`src/sv/fpcf_pkg.sv`:
```
`default_nettype none
package fpcf_pkg;

    localparam int FRAME_BYTES = 8;
    localparam int IDX_W       = $clog2(FRAME_BYTES);

    localparam logic [7:0] MARK          = 8'hF5;
    localparam logic [7:0] TIMEOUT_RESET = 8'd200;

    localparam logic [1:0] OP_SEND = 2'd0;
    localparam logic [1:0] OP_RX   = 2'd1;
    localparam logic [1:0] OP_TICK = 2'd2;

    localparam logic KIND_TX      = 1'b0;
    localparam logic KIND_VERDICT = 1'b1;

    localparam logic [2:0] ST_OK        = 3'd0;
    localparam logic [2:0] ST_BAD_START = 3'd1;
    localparam logic [2:0] ST_WRONG_CMD = 3'd2;
    localparam logic [2:0] ST_BAD_CHK   = 3'd3;
    localparam logic [2:0] ST_REJECTED  = 3'd4;
    localparam logic [2:0] ST_TIMEOUT   = 3'd5;

    localparam logic [7:0] CMD_ADD_ONE   = 8'h01;
    localparam logic [7:0] CMD_ADD_TWO   = 8'h02;
    localparam logic [7:0] CMD_ADD_THREE = 8'h03;
    localparam logic [7:0] CMD_DEL_USER  = 8'h04;
    localparam logic [7:0] CMD_DEL_ALL   = 8'h05;
    localparam logic [7:0] CMD_USER_CNT  = 8'h09;
    localparam logic [7:0] CMD_MATCH_ONE = 8'h0B;
    localparam logic [7:0] CMD_IDENTIFY  = 8'h0C;

    localparam logic [7:0] ACK_GOOD    = 8'h00;
    localparam logic [7:0] PRIV_ONE    = 8'h01;
    localparam logic [7:0] PRIV_TWO    = 8'h02;
    localparam logic [7:0] PRIV_THREE  = 8'h03;

    // reply byte positions
    localparam logic [IDX_W-1:0] POS_START = IDX_W'(0);
    localparam logic [IDX_W-1:0] POS_CMD   = IDX_W'(1);
    localparam logic [IDX_W-1:0] POS_ID    = IDX_W'(3);
    localparam logic [IDX_W-1:0] POS_ACK   = IDX_W'(4);
    localparam logic [IDX_W-1:0] POS_CHK   = IDX_W'(6);
    localparam logic [IDX_W-1:0] POS_END   = IDX_W'(FRAME_BYTES - 1);

    typedef struct packed {
        logic [1:0] opcode;
        logic [7:0] cmd_code;
        logic [7:0] param_one;
        logic [7:0] param_two;
        logic [7:0] param_three;
        logic [7:0] param_four;
        logic [7:0] rx_byte;
    } t_item;

    typedef struct packed {
        logic       kind;
        logic [7:0] cmd_code;
        logic [7:0] param_one;
        logic [7:0] param_two;
        logic [7:0] param_three;
        logic [7:0] param_four;
        logic [7:0] chk;
        logic       success;
        logic [2:0] status;
        logic [7:0] user_id;
        logic [7:0] ack_code;
    } t_res;

    function automatic logic ack_accepts(input logic [7:0] cmd, input logic [7:0] ack);
        logic acc;
        case (cmd)
            CMD_ADD_ONE, CMD_ADD_TWO, CMD_ADD_THREE, CMD_DEL_USER,
            CMD_DEL_ALL, CMD_USER_CNT, CMD_MATCH_ONE: begin
                acc = (ack == ACK_GOOD);
            end
            CMD_IDENTIFY: begin
                acc = (ack == PRIV_ONE) || (ack == PRIV_TWO) || (ack == PRIV_THREE);
            end
            default: begin
                acc = 1'b0;
            end
        endcase
        return acc;
    endfunction

endpackage
`default_nettype wire

```
`src/sv/fpcf_in_stage.sv`:
```
`default_nettype none
module fpcf_in_stage
    import fpcf_pkg::*;
(
    input  wire   i_clk,
    input  wire   i_rst_n,
    input  wire   i_valid,
    output logic  o_stall,
    input  t_item i_item,
    input  wire   i_take,
    output logic  o_valid,
    output t_item o_item
);

    logic  r_valid;
    t_item r_item;

    assign o_stall = r_valid && !i_take;
    assign o_valid = r_valid;
    assign o_item  = r_item;

    always_ff @(posedge i_clk) begin
        if (!i_rst_n) begin
            r_valid <= 1'b0;
        end else if (!o_stall) begin
            r_valid <= i_valid;
        end
    end

    always_ff @(posedge i_clk) begin
        if (!o_stall && i_valid) begin
            r_item <= i_item;
        end
    end

    a_held_until_taken: assert property (@(posedge i_clk) disable iff (!i_rst_n)
        (r_valid && !i_take) |=> (r_valid && $stable(r_item)))
        else $error("held item lost before it was taken");

endmodule
`default_nettype wire

```
`src/sv/fpcf_core.sv`:
```
`default_nettype none
module fpcf_core
    import fpcf_pkg::*;
(
    input  wire        i_clk,
    input  wire        i_rst_n,
    input  wire        i_cfg_we,
    input  wire  [7:0] i_cfg_data,
    input  wire        i_adv,
    input  t_item      i_item,
    output logic       o_has_res,
    output t_res       o_res
);

    logic [7:0]       r_timeout,  n_timeout;
    logic [7:0]       r_expected, n_expected;
    logic             r_waiting,  n_waiting;
    logic [IDX_W-1:0] r_rx_count, n_rx_count;
    logic [7:0]       r_rx_xor,   n_rx_xor;
    logic             r_start_ok, n_start_ok;
    logic             r_cmd_ok,   n_cmd_ok;
    logic [7:0]       r_id_byte,  n_id_byte;
    logic [7:0]       r_ack_byte, n_ack_byte;
    logic [7:0]       r_ticks,    n_ticks;

    logic [2:0] judged;

    always_comb begin
        if (!r_start_ok) begin
            judged = ST_BAD_START;
        end else if (!r_cmd_ok) begin
            judged = ST_WRONG_CMD;
        end else if (r_rx_xor != 8'd0) begin
            judged = ST_BAD_CHK;
        end else if (ack_accepts(r_expected, r_ack_byte)) begin
            judged = ST_OK;
        end else begin
            judged = ST_REJECTED;
        end
    end

    always_comb begin
        n_timeout  = i_cfg_we ? i_cfg_data : r_timeout;
        n_expected = r_expected;
        n_waiting  = r_waiting;
        n_rx_count = r_rx_count;
        n_rx_xor   = r_rx_xor;
        n_start_ok = r_start_ok;
        n_cmd_ok   = r_cmd_ok;
        n_id_byte  = r_id_byte;
        n_ack_byte = r_ack_byte;
        n_ticks    = r_ticks;
        o_has_res  = 1'b0;
        o_res      = '0;
        if (i_adv) begin
            case (i_item.opcode)
                OP_SEND: begin
                    o_has_res         = 1'b1;
                    o_res.kind        = KIND_TX;
                    o_res.cmd_code    = i_item.cmd_code;
                    o_res.param_one   = i_item.param_one;
                    o_res.param_two   = i_item.param_two;
                    o_res.param_three = i_item.param_three;
                    o_res.param_four  = i_item.param_four;
                    o_res.chk         = i_item.cmd_code ^ i_item.param_one ^ i_item.param_two
                                        ^ i_item.param_three ^ i_item.param_four;
                    n_expected = i_item.cmd_code;
                    n_waiting  = 1'b1;
                    n_rx_count = '0;
                    n_rx_xor   = 8'd0;
                    n_start_ok = 1'b0;
                    n_cmd_ok   = 1'b0;
                    n_ticks    = r_timeout;
                end
                OP_RX: begin
                    if (r_waiting) begin
                        if (r_rx_count >= POS_CMD && r_rx_count <= POS_CHK) begin
                            n_rx_xor = r_rx_xor ^ i_item.rx_byte;
                        end
                        case (r_rx_count)
                            POS_START: n_start_ok = (i_item.rx_byte == MARK);
                            POS_CMD:   n_cmd_ok   = (i_item.rx_byte == r_expected);
                            POS_ID:    n_id_byte  = i_item.rx_byte;
                            POS_ACK:   n_ack_byte = i_item.rx_byte;
                            default: begin
                            end
                        endcase
                        if (r_rx_count == POS_END) begin
                            // last reply byte leaves the checked fields untouched
                            o_has_res      = 1'b1;
                            o_res.kind     = KIND_VERDICT;
                            o_res.status   = judged;
                            o_res.success  = (judged == ST_OK);
                            o_res.user_id  = r_id_byte;
                            o_res.ack_code = r_ack_byte;
                            n_waiting      = 1'b0;
                            n_rx_count     = '0;
                        end else begin
                            n_rx_count = r_rx_count + IDX_W'(1);
                        end
                    end
                end
                OP_TICK: begin
                    if (r_waiting) begin
                        if (r_ticks <= 8'd1) begin
                            o_has_res    = 1'b1;
                            o_res.kind   = KIND_VERDICT;
                            o_res.status = ST_TIMEOUT;
                            n_ticks      = 8'd0;
                            n_waiting    = 1'b0;
                            n_rx_count   = '0;
                        end else begin
                            n_ticks = r_ticks - 8'd1;
                        end
                    end
                end
                default: begin
                end
            endcase
        end
    end

    always_ff @(posedge i_clk) begin
        if (!i_rst_n) begin
            r_timeout  <= TIMEOUT_RESET;
            r_expected <= 8'd0;
            r_waiting  <= 1'b0;
            r_rx_count <= '0;
            r_rx_xor   <= 8'd0;
            r_start_ok <= 1'b0;
            r_cmd_ok   <= 1'b0;
            r_id_byte  <= 8'd0;
            r_ack_byte <= 8'd0;
            r_ticks    <= 8'd0;
        end else begin
            r_timeout  <= n_timeout;
            r_expected <= n_expected;
            r_waiting  <= n_waiting;
            r_rx_count <= n_rx_count;
            r_rx_xor   <= n_rx_xor;
            r_start_ok <= n_start_ok;
            r_cmd_ok   <= n_cmd_ok;
            r_id_byte  <= n_id_byte;
            r_ack_byte <= n_ack_byte;
            r_ticks    <= n_ticks;
        end
    end

    a_idle_count_clear: assert property (@(posedge i_clk) disable iff (!i_rst_n)
        !r_waiting |-> (r_rx_count == '0))
        else $error("reply count not cleared outside a wait");

    a_send_arms_wait: assert property (@(posedge i_clk) disable iff (!i_rst_n)
        (i_adv && i_item.opcode == OP_SEND && !i_cfg_we)
        |=> (r_waiting && r_ticks == $past(r_timeout)))
        else $error("send did not arm the reply wait");

    a_verdict_ends_wait: assert property (@(posedge i_clk) disable iff (!i_rst_n)
        (o_has_res && o_res.kind == KIND_VERDICT) |=> !r_waiting)
        else $error("verdict left the wait armed");

endmodule
`default_nettype wire

```
`src/sv/fpcf_out_stage.sv`:
```
`default_nettype none
module fpcf_out_stage
    import fpcf_pkg::*;
(
    input  wire        i_clk,
    input  wire        i_rst_n,
    input  wire        i_load,
    input  t_res       i_res,
    output logic       o_free,
    output logic       o_valid,
    input  wire        i_stall,
    output logic       o_kind,
    output logic [7:0] o_tx_byte,
    output logic       o_last,
    output logic       o_success,
    output logic [2:0] o_status,
    output logic [7:0] o_user_id,
    output logic [7:0] o_ack_code
);

    logic             r_valid;
    t_res             r_res;
    logic [IDX_W-1:0] r_idx;
    logic             take;

    assign take   = r_valid && !i_stall;
    assign o_free = !r_valid || (take && o_last);

    always_comb begin
        o_tx_byte = 8'd0;
        if (r_res.kind == KIND_TX) begin
            case (r_idx)
                IDX_W'(0): o_tx_byte = MARK;
                IDX_W'(1): o_tx_byte = r_res.cmd_code;
                IDX_W'(2): o_tx_byte = r_res.param_one;
                IDX_W'(3): o_tx_byte = r_res.param_two;
                IDX_W'(4): o_tx_byte = r_res.param_three;
                IDX_W'(5): o_tx_byte = r_res.param_four;
                IDX_W'(6): o_tx_byte = r_res.chk;
                default:   o_tx_byte = MARK;
            endcase
        end
    end

    assign o_valid    = r_valid;
    assign o_kind     = r_res.kind;
    assign o_last     = (r_res.kind == KIND_VERDICT) || (r_idx == POS_END);
    assign o_success  = r_res.success;
    assign o_status   = r_res.status;
    assign o_user_id  = r_res.user_id;
    assign o_ack_code = r_res.ack_code;

    always_ff @(posedge i_clk) begin
        if (!i_rst_n) begin
            r_valid <= 1'b0;
            r_idx   <= '0;
        end else if (o_free) begin
            r_valid <= i_load;
            r_idx   <= '0;
        end else if (take) begin
            r_idx <= r_idx + IDX_W'(1);
        end
    end

    always_ff @(posedge i_clk) begin
        if (o_free && i_load) begin
            r_res <= i_res;
        end
    end

    a_verdict_single: assert property (@(posedge i_clk) disable iff (!i_rst_n)
        (r_valid && r_res.kind == KIND_VERDICT) |-> (r_idx == '0))
        else $error("verdict item with a nonzero byte index");

    a_frame_continues: assert property (@(posedge i_clk) disable iff (!i_rst_n)
        (take && !o_last) |=> (r_valid && r_idx == $past(r_idx) + IDX_W'(1)))
        else $error("frame broken before its last byte");

endmodule
`default_nettype wire

```
`src/sv/fingerprint_cmd_framer_and_reply_checker_core.sv`:
```
`default_nettype none
// Command framer and reply checker for a serial fingerprint module. Each input item is
// registered, then handled combinationally: a send item loads the output stage with an
// eight-byte frame (0xF5, command, four parameters, their XOR, 0xF5), a received byte
// updates the reply check and, on the eighth byte, yields one verdict item, and a tick
// counts down the reply timeout and yields a timeout verdict when it expires. An item
// leaves the input register only when the output stage is empty or handing over its
// last byte, and its result appears in the next cycle. With no output stall items pass
// one per cycle, except that a send holds the item after it until its frame has gone
// out; output stalls lengthen that wait. One further item is held in the input register
// meanwhile. The timeout register may be written only while idle.
module fingerprint_cmd_framer_and_reply_checker_core
    import fpcf_pkg::*;
(
    input  wire        i_clk,
    input  wire        i_rst_n,
    input  wire        i_cfg_we,
    input  wire  [7:0] i_cfg_data,
    input  wire        i_valid,
    output logic       o_stall,
    input  wire  [1:0] i_opcode,
    input  wire  [7:0] i_cmd_code,
    input  wire  [7:0] i_param_one,
    input  wire  [7:0] i_param_two,
    input  wire  [7:0] i_param_three,
    input  wire  [7:0] i_param_four,
    input  wire  [7:0] i_rx_byte,
    output logic       o_valid,
    input  wire        i_stall,
    output logic       o_kind,
    output logic [7:0] o_tx_byte,
    output logic       o_last,
    output logic       o_success,
    output logic [2:0] o_status,
    output logic [7:0] o_user_id,
    output logic [7:0] o_ack_code
);

    t_item in_item;
    t_item held_item;
    logic  held_valid;
    logic  out_free;
    logic  adv;
    logic  has_res;
    t_res  res;

    assign in_item.opcode      = i_opcode;
    assign in_item.cmd_code    = i_cmd_code;
    assign in_item.param_one   = i_param_one;
    assign in_item.param_two   = i_param_two;
    assign in_item.param_three = i_param_three;
    assign in_item.param_four  = i_param_four;
    assign in_item.rx_byte     = i_rx_byte;

    assign adv = held_valid && out_free;

    fpcf_in_stage u_in (
        .i_clk   (i_clk),
        .i_rst_n (i_rst_n),
        .i_valid (i_valid),
        .o_stall (o_stall),
        .i_item  (in_item),
        .i_take  (adv),
        .o_valid (held_valid),
        .o_item  (held_item)
    );

    fpcf_core u_core (
        .i_clk      (i_clk),
        .i_rst_n    (i_rst_n),
        .i_cfg_we   (i_cfg_we),
        .i_cfg_data (i_cfg_data),
        .i_adv      (adv),
        .i_item     (held_item),
        .o_has_res  (has_res),
        .o_res      (res)
    );

    fpcf_out_stage u_out (
        .i_clk      (i_clk),
        .i_rst_n    (i_rst_n),
        .i_load     (has_res),
        .i_res      (res),
        .o_free     (out_free),
        .o_valid    (o_valid),
        .i_stall    (i_stall),
        .o_kind     (o_kind),
        .o_tx_byte  (o_tx_byte),
        .o_last     (o_last),
        .o_success  (o_success),
        .o_status   (o_status),
        .o_user_id  (o_user_id),
        .o_ack_code (o_ack_code)
    );

endmodule
`default_nettype wire
```
`config.mk`:
```
export PLATFORM = sky130hd
export DESIGN_NAME = fingerprint_cmd_framer_and_reply_checker_core
export DESIGN_NICKNAME = d
export VERILOG_FILES = /design/src/sv/fpcf_pkg.sv /design/src/sv/fpcf_in_stage.sv /design/src/sv/fpcf_core.sv /design/src/sv/fpcf_out_stage.sv /design/src/sv/fingerprint_cmd_framer_and_reply_checker_core.sv
export SDC_FILE = /design/constraint.sdc
export NUM_CORES = 1
export LEC_CHECK = 0
export BUFFER_PORTS_ARGS = -buffer_cell sky130_fd_sc_hd__clkbuf_2
export CORE_AREA = 2 2 92 182
export CTS_BUF_LIST = sky130_fd_sc_hd__clkbuf_16
export DETAILED_ROUTE_END_ITERATION = 10
export DIE_AREA = 0 0 94 184
export PLACE_DENSITY = 0.82
export SYNTH_ARGS = -nofsm -noshare
export SYNTH_HDL_FRONTEND = slang
export SYNTH_SLANG_ARGS = --single-unit
export TNS_END_PERCENT = 30
```
`constraint.sdc`:
```
create_clock -name i_clk -period 6.9 [get_ports i_clk]
set_input_delay 0.69 -clock i_clk [delete_from_list [all_inputs] [get_ports i_clk]]
set_output_delay 0.69 -clock i_clk [all_outputs]
set_load 0.01 [all_outputs]
```
==> results.yml, run 1 <==
cts:
  h-tree-depth: 4
  ctsHoldBuffers: 0
  post_cts_buffers: 0
  clk_pin_slew_ns: 0.08
  cts_tree: "yes"
  ctsResizeCount: 0
  numCtsBuffers: 17
  cts_buffer_depth: 2
  clkLatencyLatePin_ns: 0.44
  cts_root_buffer: "clkbuf_16"
  clock-sinks: 178
global_route:
  grt_util_all_layers_pct: 20.5
  grt_pass1_wl_um: 26600
  grt_pass1_vias: 5283
  grt_overflow: 0
  grt_max_degree: 67
  antenna_found_initial: 0
layout:
  num-nets-final: 822
  fill_cells: 1310
  multi_input_area_um2: 2710
  final_util_pct: 56.3
  insertedDiodeCount: 0
  drive_gt1_share_pct: 19.6
  synthToLayoutAreaGrowth_pct: 14.2
  seq_area_um2: 4750
worst_hold_path:
  min_path_type: "input port to flip-flop"
  min_from: "i_param_four[0]"
routing:
  vias_per_cell: 5.54
  drt_iter0_drc: 426
  routed_wl_um: 17000
  drt-pass1-iter-count: 5
  vias: 5291
  drcViolationCount: 0
  avgRoutedWirePerCell_um: 17.8
  postRouteAntennaNets: 0
setup_path:
  crit_path_max_fanout: 26
  crit_required_ns: 6.21
  crit_arrival_ns: 2.80
  crit_type: "flip-flop to primary output"
  end_kind: "primary output"
  r2r-start: "u_out.r_idx[2]$_SDFFE_PP0P_"
  timing.critical_path.from_type: "flip-flop"
  critPathLaunch: "u_out.r_idx[2]$_SDFFE_PP0P_"
synth:
  yosys_warnings: 0
  synth.largest_area_cell: "edfxtp_1"
  syn_nets: 758
  syn_inst: 677
  yosysUniqueCellTypes: 53
  yosysTopAreaCellShare_pct: 45.7
  syn_area_um2: 7810
  synthFlopType: "edfxtp_1"
  ys_seq_elements: 178
  synth_edf_count: 119
  synthTopCellsByArea: "edfxtp_1 46%, dfxtp_1 15%, xnor2_1 3.4%, a21oi_1 3.1%, ha_1 2.9%"
  avgSynthCellArea_um2: 11.5
  async_reset_ff_share_pct: 0
  yosysSeqAreaShare_pct: 60.8
run:
  max_cap_violations: 0
power:
  p_leak_nw: 3.43
  power.density_nw_per_um2: 261
  p_int_w: 0.00178
  clkPwrFrac_pct: 43.0
  ir_drop_mv: 0.147
  switching_share_pct: 23.7
  power_frac_seq_pct: 51.2
  total_power_w: 0.00233
  pwr-share-comb_pct: 5.9
  p_switching_w: 0.000552
timing:
  final-setup-viol-count: 0
  period_needed_ns: 3.49
  min_period_over_period_pct: 50.5
  tightest_slew_ns: 1.12
  slew_headroom_pct: 25.3
  slew_viol_final: 0
  finalHoldViolations: 0
  rsz0062_at_grt: "false"
  max_clock_freq_mhz: 287
  skew_ns: 0.0111
  fin_tns_setup_ns: 0
run_status:
  status: "complete, no violations"
floorplanning:
  die_height_um: 184
  coreArea_um2: 15900
  dieWidth_um: 94
  start_util_pct: 49.3
  io_pins: 95
  die_area_um2: 17300
  placementRows: 65
place:
  gp_congestion: 0.881
  hpwlAfterDp_um: 11900
  port_buffers: 94
## placed cells by master (no fill, tap or decap), drive strengths merged, types with 4 or more instances in the layout
cell	count
nor4	6
nor3	9
o31ai	4
nor2b	5
edfxtp	119
and2	19
and3	33
inv	34
nor2	38
xor2	11
buf	5
o21ai	39
o211ai	4
dfxtp	59
xnor2	30
or3	4
ha	18
a221oi	6
nand2	47
nand4	5
a22oi	4
mux2	9
a21oi	49
nand3	26
clkbuf	111
mux2i	13
nand2b	8
## path summary, 6_finish.rpt
kind,end,slack [ns],depth (start not counted)
max,o_tx_byte[2],3.41,5
min,u_in.o_item[8]$_DFFE_PP_,0.42,1
max reg2reg,u_core.r_ack_byte[7]$_SDFFE_PN0P_,3.47,7
min reg2reg,u_core.r_id_byte[7]$_SDFFE_PN0P_,0.46,2
## registers in the layout, indices dropped and copies added, names as in the netlist, 3 cells and up
name,flops
u_core.r_rx_count,3
u_in.o_item,50
u_core.r_ticks,8
u_core.r_timeout,8
u_core.r_ack_byte,8
u_core.r_rx_xor,8
u_out.r_res,48
u_core.r_id_byte,8
u_out.r_idx,3
u_core.r_expected,8
u_out.o_user_id,8
u_out.o_ack_code,8
u_out.o_status,3
## cells in the mapped netlist, drive strengths merged, types with 3 or more instances
| cell | n |
|---|---|
| nor4 | 6 |
| and2 | 19 |
| edfxtp | 119 |
| a211oi | 3 |
| nor3 | 9 |
| a22oi | 4 |
| nor2b | 5 |
| nand2 | 47 |
| dfxtp | 59 |
| nand3 | 26 |
| nand2b | 8 |
| o31ai | 4 |
| o22ai | 3 |
| or3 | 4 |
| mux2i | 13 |
| or4 | 3 |
| xnor2 | 30 |
| a21oi | 49 |
| a221oi | 6 |
| a31oi | 3 |
| xor2 | 11 |
| buf | 23 |
| ha | 18 |
| clkbuf | 31 |
| o21ai | 39 |
| nand4 | 5 |
| nor2 | 38 |
| mux2 | 9 |
| o211ai | 4 |
| inv | 24 |
| and3 | 33 |
## layer usage
| layer | global-route usage (%) | up-vias | part of all wire [%] |
|---|---|---|---|
| li1 | - | 2553 | - |
| met1 | 21.7 | 2540 | 37 |
| met2 | 37.2 | 167 | 56 |
| met3 | 4.26 | 31 | 4.3 |
| met4 | 10.8 | 0 | 2.9 |
| met5 | 0 | - | 0 |
## kinds of logic after synthesis
family	share of synthesized area [%]
AO/OA/AOI/OAI	10.1
XOR/XNOR	4.59
adder cells (fa/ha/maj)	2.88
buffers and inverters	4.72
flip-flops	60.8
multiplexers	2.96
AND/OR/NAND/NOR	13.9
## power groups by stage
stage               logic (W)  registers, W  clock network [W]
floorplan           0.0000953       0.00121                  0
global placement     0.000133       0.00122                  0
detailed placement   0.000136       0.00122                  0
CTS                  0.000137       0.00119            0.00101
global route         0.000150       0.00120            0.00105
finish               0.000137       0.00119            0.00100
## through the flow
| stage | instance area (um2) | instances | worst slack, ns | hold slack [ns] |
|---|---|---|---|---|
| floorplan | 7820 | 677 | 0.233 | 0.429 |
| finish | 8920 | 955 | 3.41 | 0.419 |
| global route | 8920 | 955 | 3.12 | 0.399 |
| detailed placement | 8310 | 923 | 3.63 | 0.455 |
| CTS | 8920 | 955 | 3.42 | 0.407 |
| global placement | 8310 | 923 | 3.72 | 0.448 |
## critical path, stage by stage (launching register included)
cell and delay (ns):
dfxtp_1 0.94, inv_1 0.12, ha_1 0.37, a2111o_1 0.56
a31oi_1 0.20, clkbuf_2 0.17
## layout make-up
type                    instances  share of cell area [%]
flip-flops and latches        178                    53.3
inverters                      24                    1.01
clock inverters                15                    2.06
well taps                     201                    2.82
multi-input cells             421                    30.4
repair buffers                 99                    5.69
clock buffers                  17                    4.77
(Power assumes the default switching activity.)
==> run 2, diff against run 1 <==
--- a/config.mk
+++ b/config.mk
@@ -10,7 +10,7 @@
 export CTS_BUF_LIST = sky130_fd_sc_hd__clkbuf_16
 export DETAILED_ROUTE_END_ITERATION = 10
 export DIE_AREA = 0 0 94 184
-export PLACE_DENSITY = 0.82
+export PLACE_DENSITY = 0.79
 export SYNTH_ARGS = -nofsm -noshare
 export SYNTH_HDL_FRONTEND = slang
 export SYNTH_SLANG_ARGS = --single-unit
==> constraint.sdc (replaced) <==
create_clock -name i_clk -period 3.44 [get_ports i_clk]
set_input_delay 0.344 -clock i_clk [delete_from_list [all_inputs] [get_ports i_clk]]
set_output_delay 0.344 -clock i_clk [all_outputs]
set_load 0.01 [all_outputs]
==> run 2 against run 1 <==
  * Power up 100%
  * Critical path depth up 1
  * First-iteration DRC count down 26%
  * Sequential share of layout area down 0.60 points
  * Non-clock buffer count up 3
  * Clock skew down 0.0011 ns
  * Worst hold slack worse by 0.33 ns
  * Register-to-register slack worse by 2.8 ns
  * Clock power up 100%
  * Die area unchanged
==> results.yml, run 2 (synthesis results as in run 1) <==
timing:
  tightest_slew_ns: 0.816
  slew_viol_final: 0
  rsz0062_at_grt: "false"
  max_clock_freq_mhz: 347
  skew_ns: 0.0100
  final-setup-viol-count: 0
  min_period_over_period_pct: 83.8
  finalHoldViolations: 0
  fin_tns_setup_ns: 0
  hold_slack_ns: 0.0842
  period_needed_ns: 2.88
  slew_headroom_pct: 45.3
cts:
  clock-sinks: 178
  ctsHoldBuffers: 0
  clk_pin_slew_ns: 0.08
  ctsResizeCount: 0
  post_cts_buffers: 0
  cts_root_buffer: "clkbuf_16"
  h-tree-depth: 4
  clkLatencyLatePin_ns: 0.43
  cts_buffer_depth: 2
  cts_tree: "yes"
  numCtsBuffers: 17
layout:
  layout_common_cells: "119 x edfxtp_1, 94 x clkbuf_2, 59 x dfxtp_1, 48 x a21oi_1, 47 x nand2_1"
  synthToLayoutAreaGrowth_pct: 15.4
  layout_commonest_cell: "edfxtp_1"
  fill_cells: 1315
  insertedDiodeCount: 0
  largest_reg_flops: 50
  num-nets-final: 825
  drive_gt1_share_pct: 20.5
power:
  pwr-share-comb_pct: 5.9
  p_int_w: 0.00359
  p_leak_nw: 3.46
  switching_share_pct: 23.9
  total_power_w: 0.00471
  power.density_nw_per_um2: 522
  clkPwrFrac_pct: 43.4
  power_frac_seq_pct: 50.7
  ir_drop_mv: 0.322
  p_switching_w: 0.00113
setup_path:
  ff2ff_path_depth: 8
  timing.critical_path.from_type: "flip-flop"
  cp_slowest_stage_delay_ns: 0.55
  crit_required_ns: 3.10
  crit_arrival_ns: 2.54
  critical-path-top-delay-family: "compound AO/OA/AOI/OAI gates"
  cp_cell_sequence: "buf_4 > inv_1 > ha_1 > a2111o_1 > a31oi_1 > clkbuf_2"
  crit_path_max_fanout: 25
  crit_type: "flip-flop to primary output"
  end_kind: "primary output"
  critPathBufInv: 3
  slowest_stage: "a2111o_1"
  cp.depth: 6
routing:
  postRouteAntennaNets: 0
  drt_iter0_drc: 314
  drt-pass1-iter-count: 4
  vias_per_cell: 5.41
  vias: 5179
  avgRoutedWirePerCell_um: 17.6
  routed_wl_um: 16900
  drcViolationCount: 0
place:
  port_buffers: 94
  gp_congestion: 0.865
  hpwlAfterDp_um: 12100
global_route:
  grt_max_degree: 70
  grt_pass1_vias: 5186
  grt_util_all_layers_pct: 20.3
  grt_pass1_wl_um: 26600
  grt_overflow: 0
  antenna_found_initial: 0
worst_hold_path:
  hold_depth: 1
  min_path_type: "input port to flip-flop"
run:
  max_cap_violations: 0
floorplanning:
  placementRows: 65
  start_util_pct: 49.3
  coreArea_um2: 15900
  dieWidth_um: 94
  die_area_um2: 17300
  io_pins: 95
  die_height_um: 184
run_status:
  status: "complete, no violations"
==> run 2: changes by cell type in the layout (fill, tap and decap cells not counted), sizes merged <==
cell	change
buf	+3
inv	-2
clkinv	+2
==> run 2: layout make-up <==
type / instances / area (um2) / share of cell area, %
sequential: 178 / 4750 / 52.7
multi-input combinational: 421 / 2730 / 30.3
timing repair buffer: 102 / 556 / 6.16
clock buffer: 17 / 425 / 4.72
tap: 201 / 251 / 2.79
clock inverter: 15 / 211 / 2.34
inverter: 24 / 90.1 / 0.998
==> run 2: worst paths after layout <==
check | startpoint | end | slack (ns)
setup / recovery | u_out.r_idx[2]$_SDFFE_PP0P_ | o_tx_byte[2] | 0.56
hold / removal | i_param_one[0] | u_in.o_item[32]$_DFFE_PP_ | 0.08
setup reg to reg | u_out.r_idx[0]$_SDFFE_PP0P_ | u_core.r_expected[6]$_SDFFE_PN0P_ | 0.67
hold reg to reg | u_core.r_id_byte[1]$_SDFFE_PN0P_ | u_core.r_id_byte[1]$_SDFFE_PN0P_ | 0.47
==> run 2: stage by stage <==
step | worst slack, ns | area [um2] | utilization [%] | std cells
2_1_floorplan | 0.00252 | 7850 | - | 677
5_1_grt | 0.348 | 9020 | 56.9 | 958
6_report | 0.557 | 9020 | 56.9 | 958
3_3_place_gp | 0.831 | 8390 | 52.9 | 926
3_5_place_dp | 0.721 | 8390 | 52.9 | 926
4_1_cts | 0.576 | 9020 | 56.9 | 958
==> run 2: routing by layer <==
| layer | vias to the layer above | wire length, um | share of wire [%] | global-route usage (%) |
|---|---|---|---|---|
| met5 | - | 0 | 0 | 0 |
| met4 | 0 | 332 | 2.0 | 7.01 |
| met1 | 2494 | 6270 | 37 | 21.1 |
| li1 | 2553 | - | - | - |
| met2 | 108 | 9760 | 58 | 39.2 |
| met3 | 24 | 536 | 3.2 | 4.22 |
==> run 2: power groups by stage <==
stage	Sequential, W	Clock, W	Combinational (W)
4_1_cts	0.00239	0.00207	0.000282
3_3_place_gp	0.00244	0	0.000275
2_1_floorplan	0.00242	0	0.000195
5_1_grt	0.00240	0.00215	0.000309
6_report	0.00239	0.00204	0.000280
3_5_place_dp	0.00244	0	0.000280
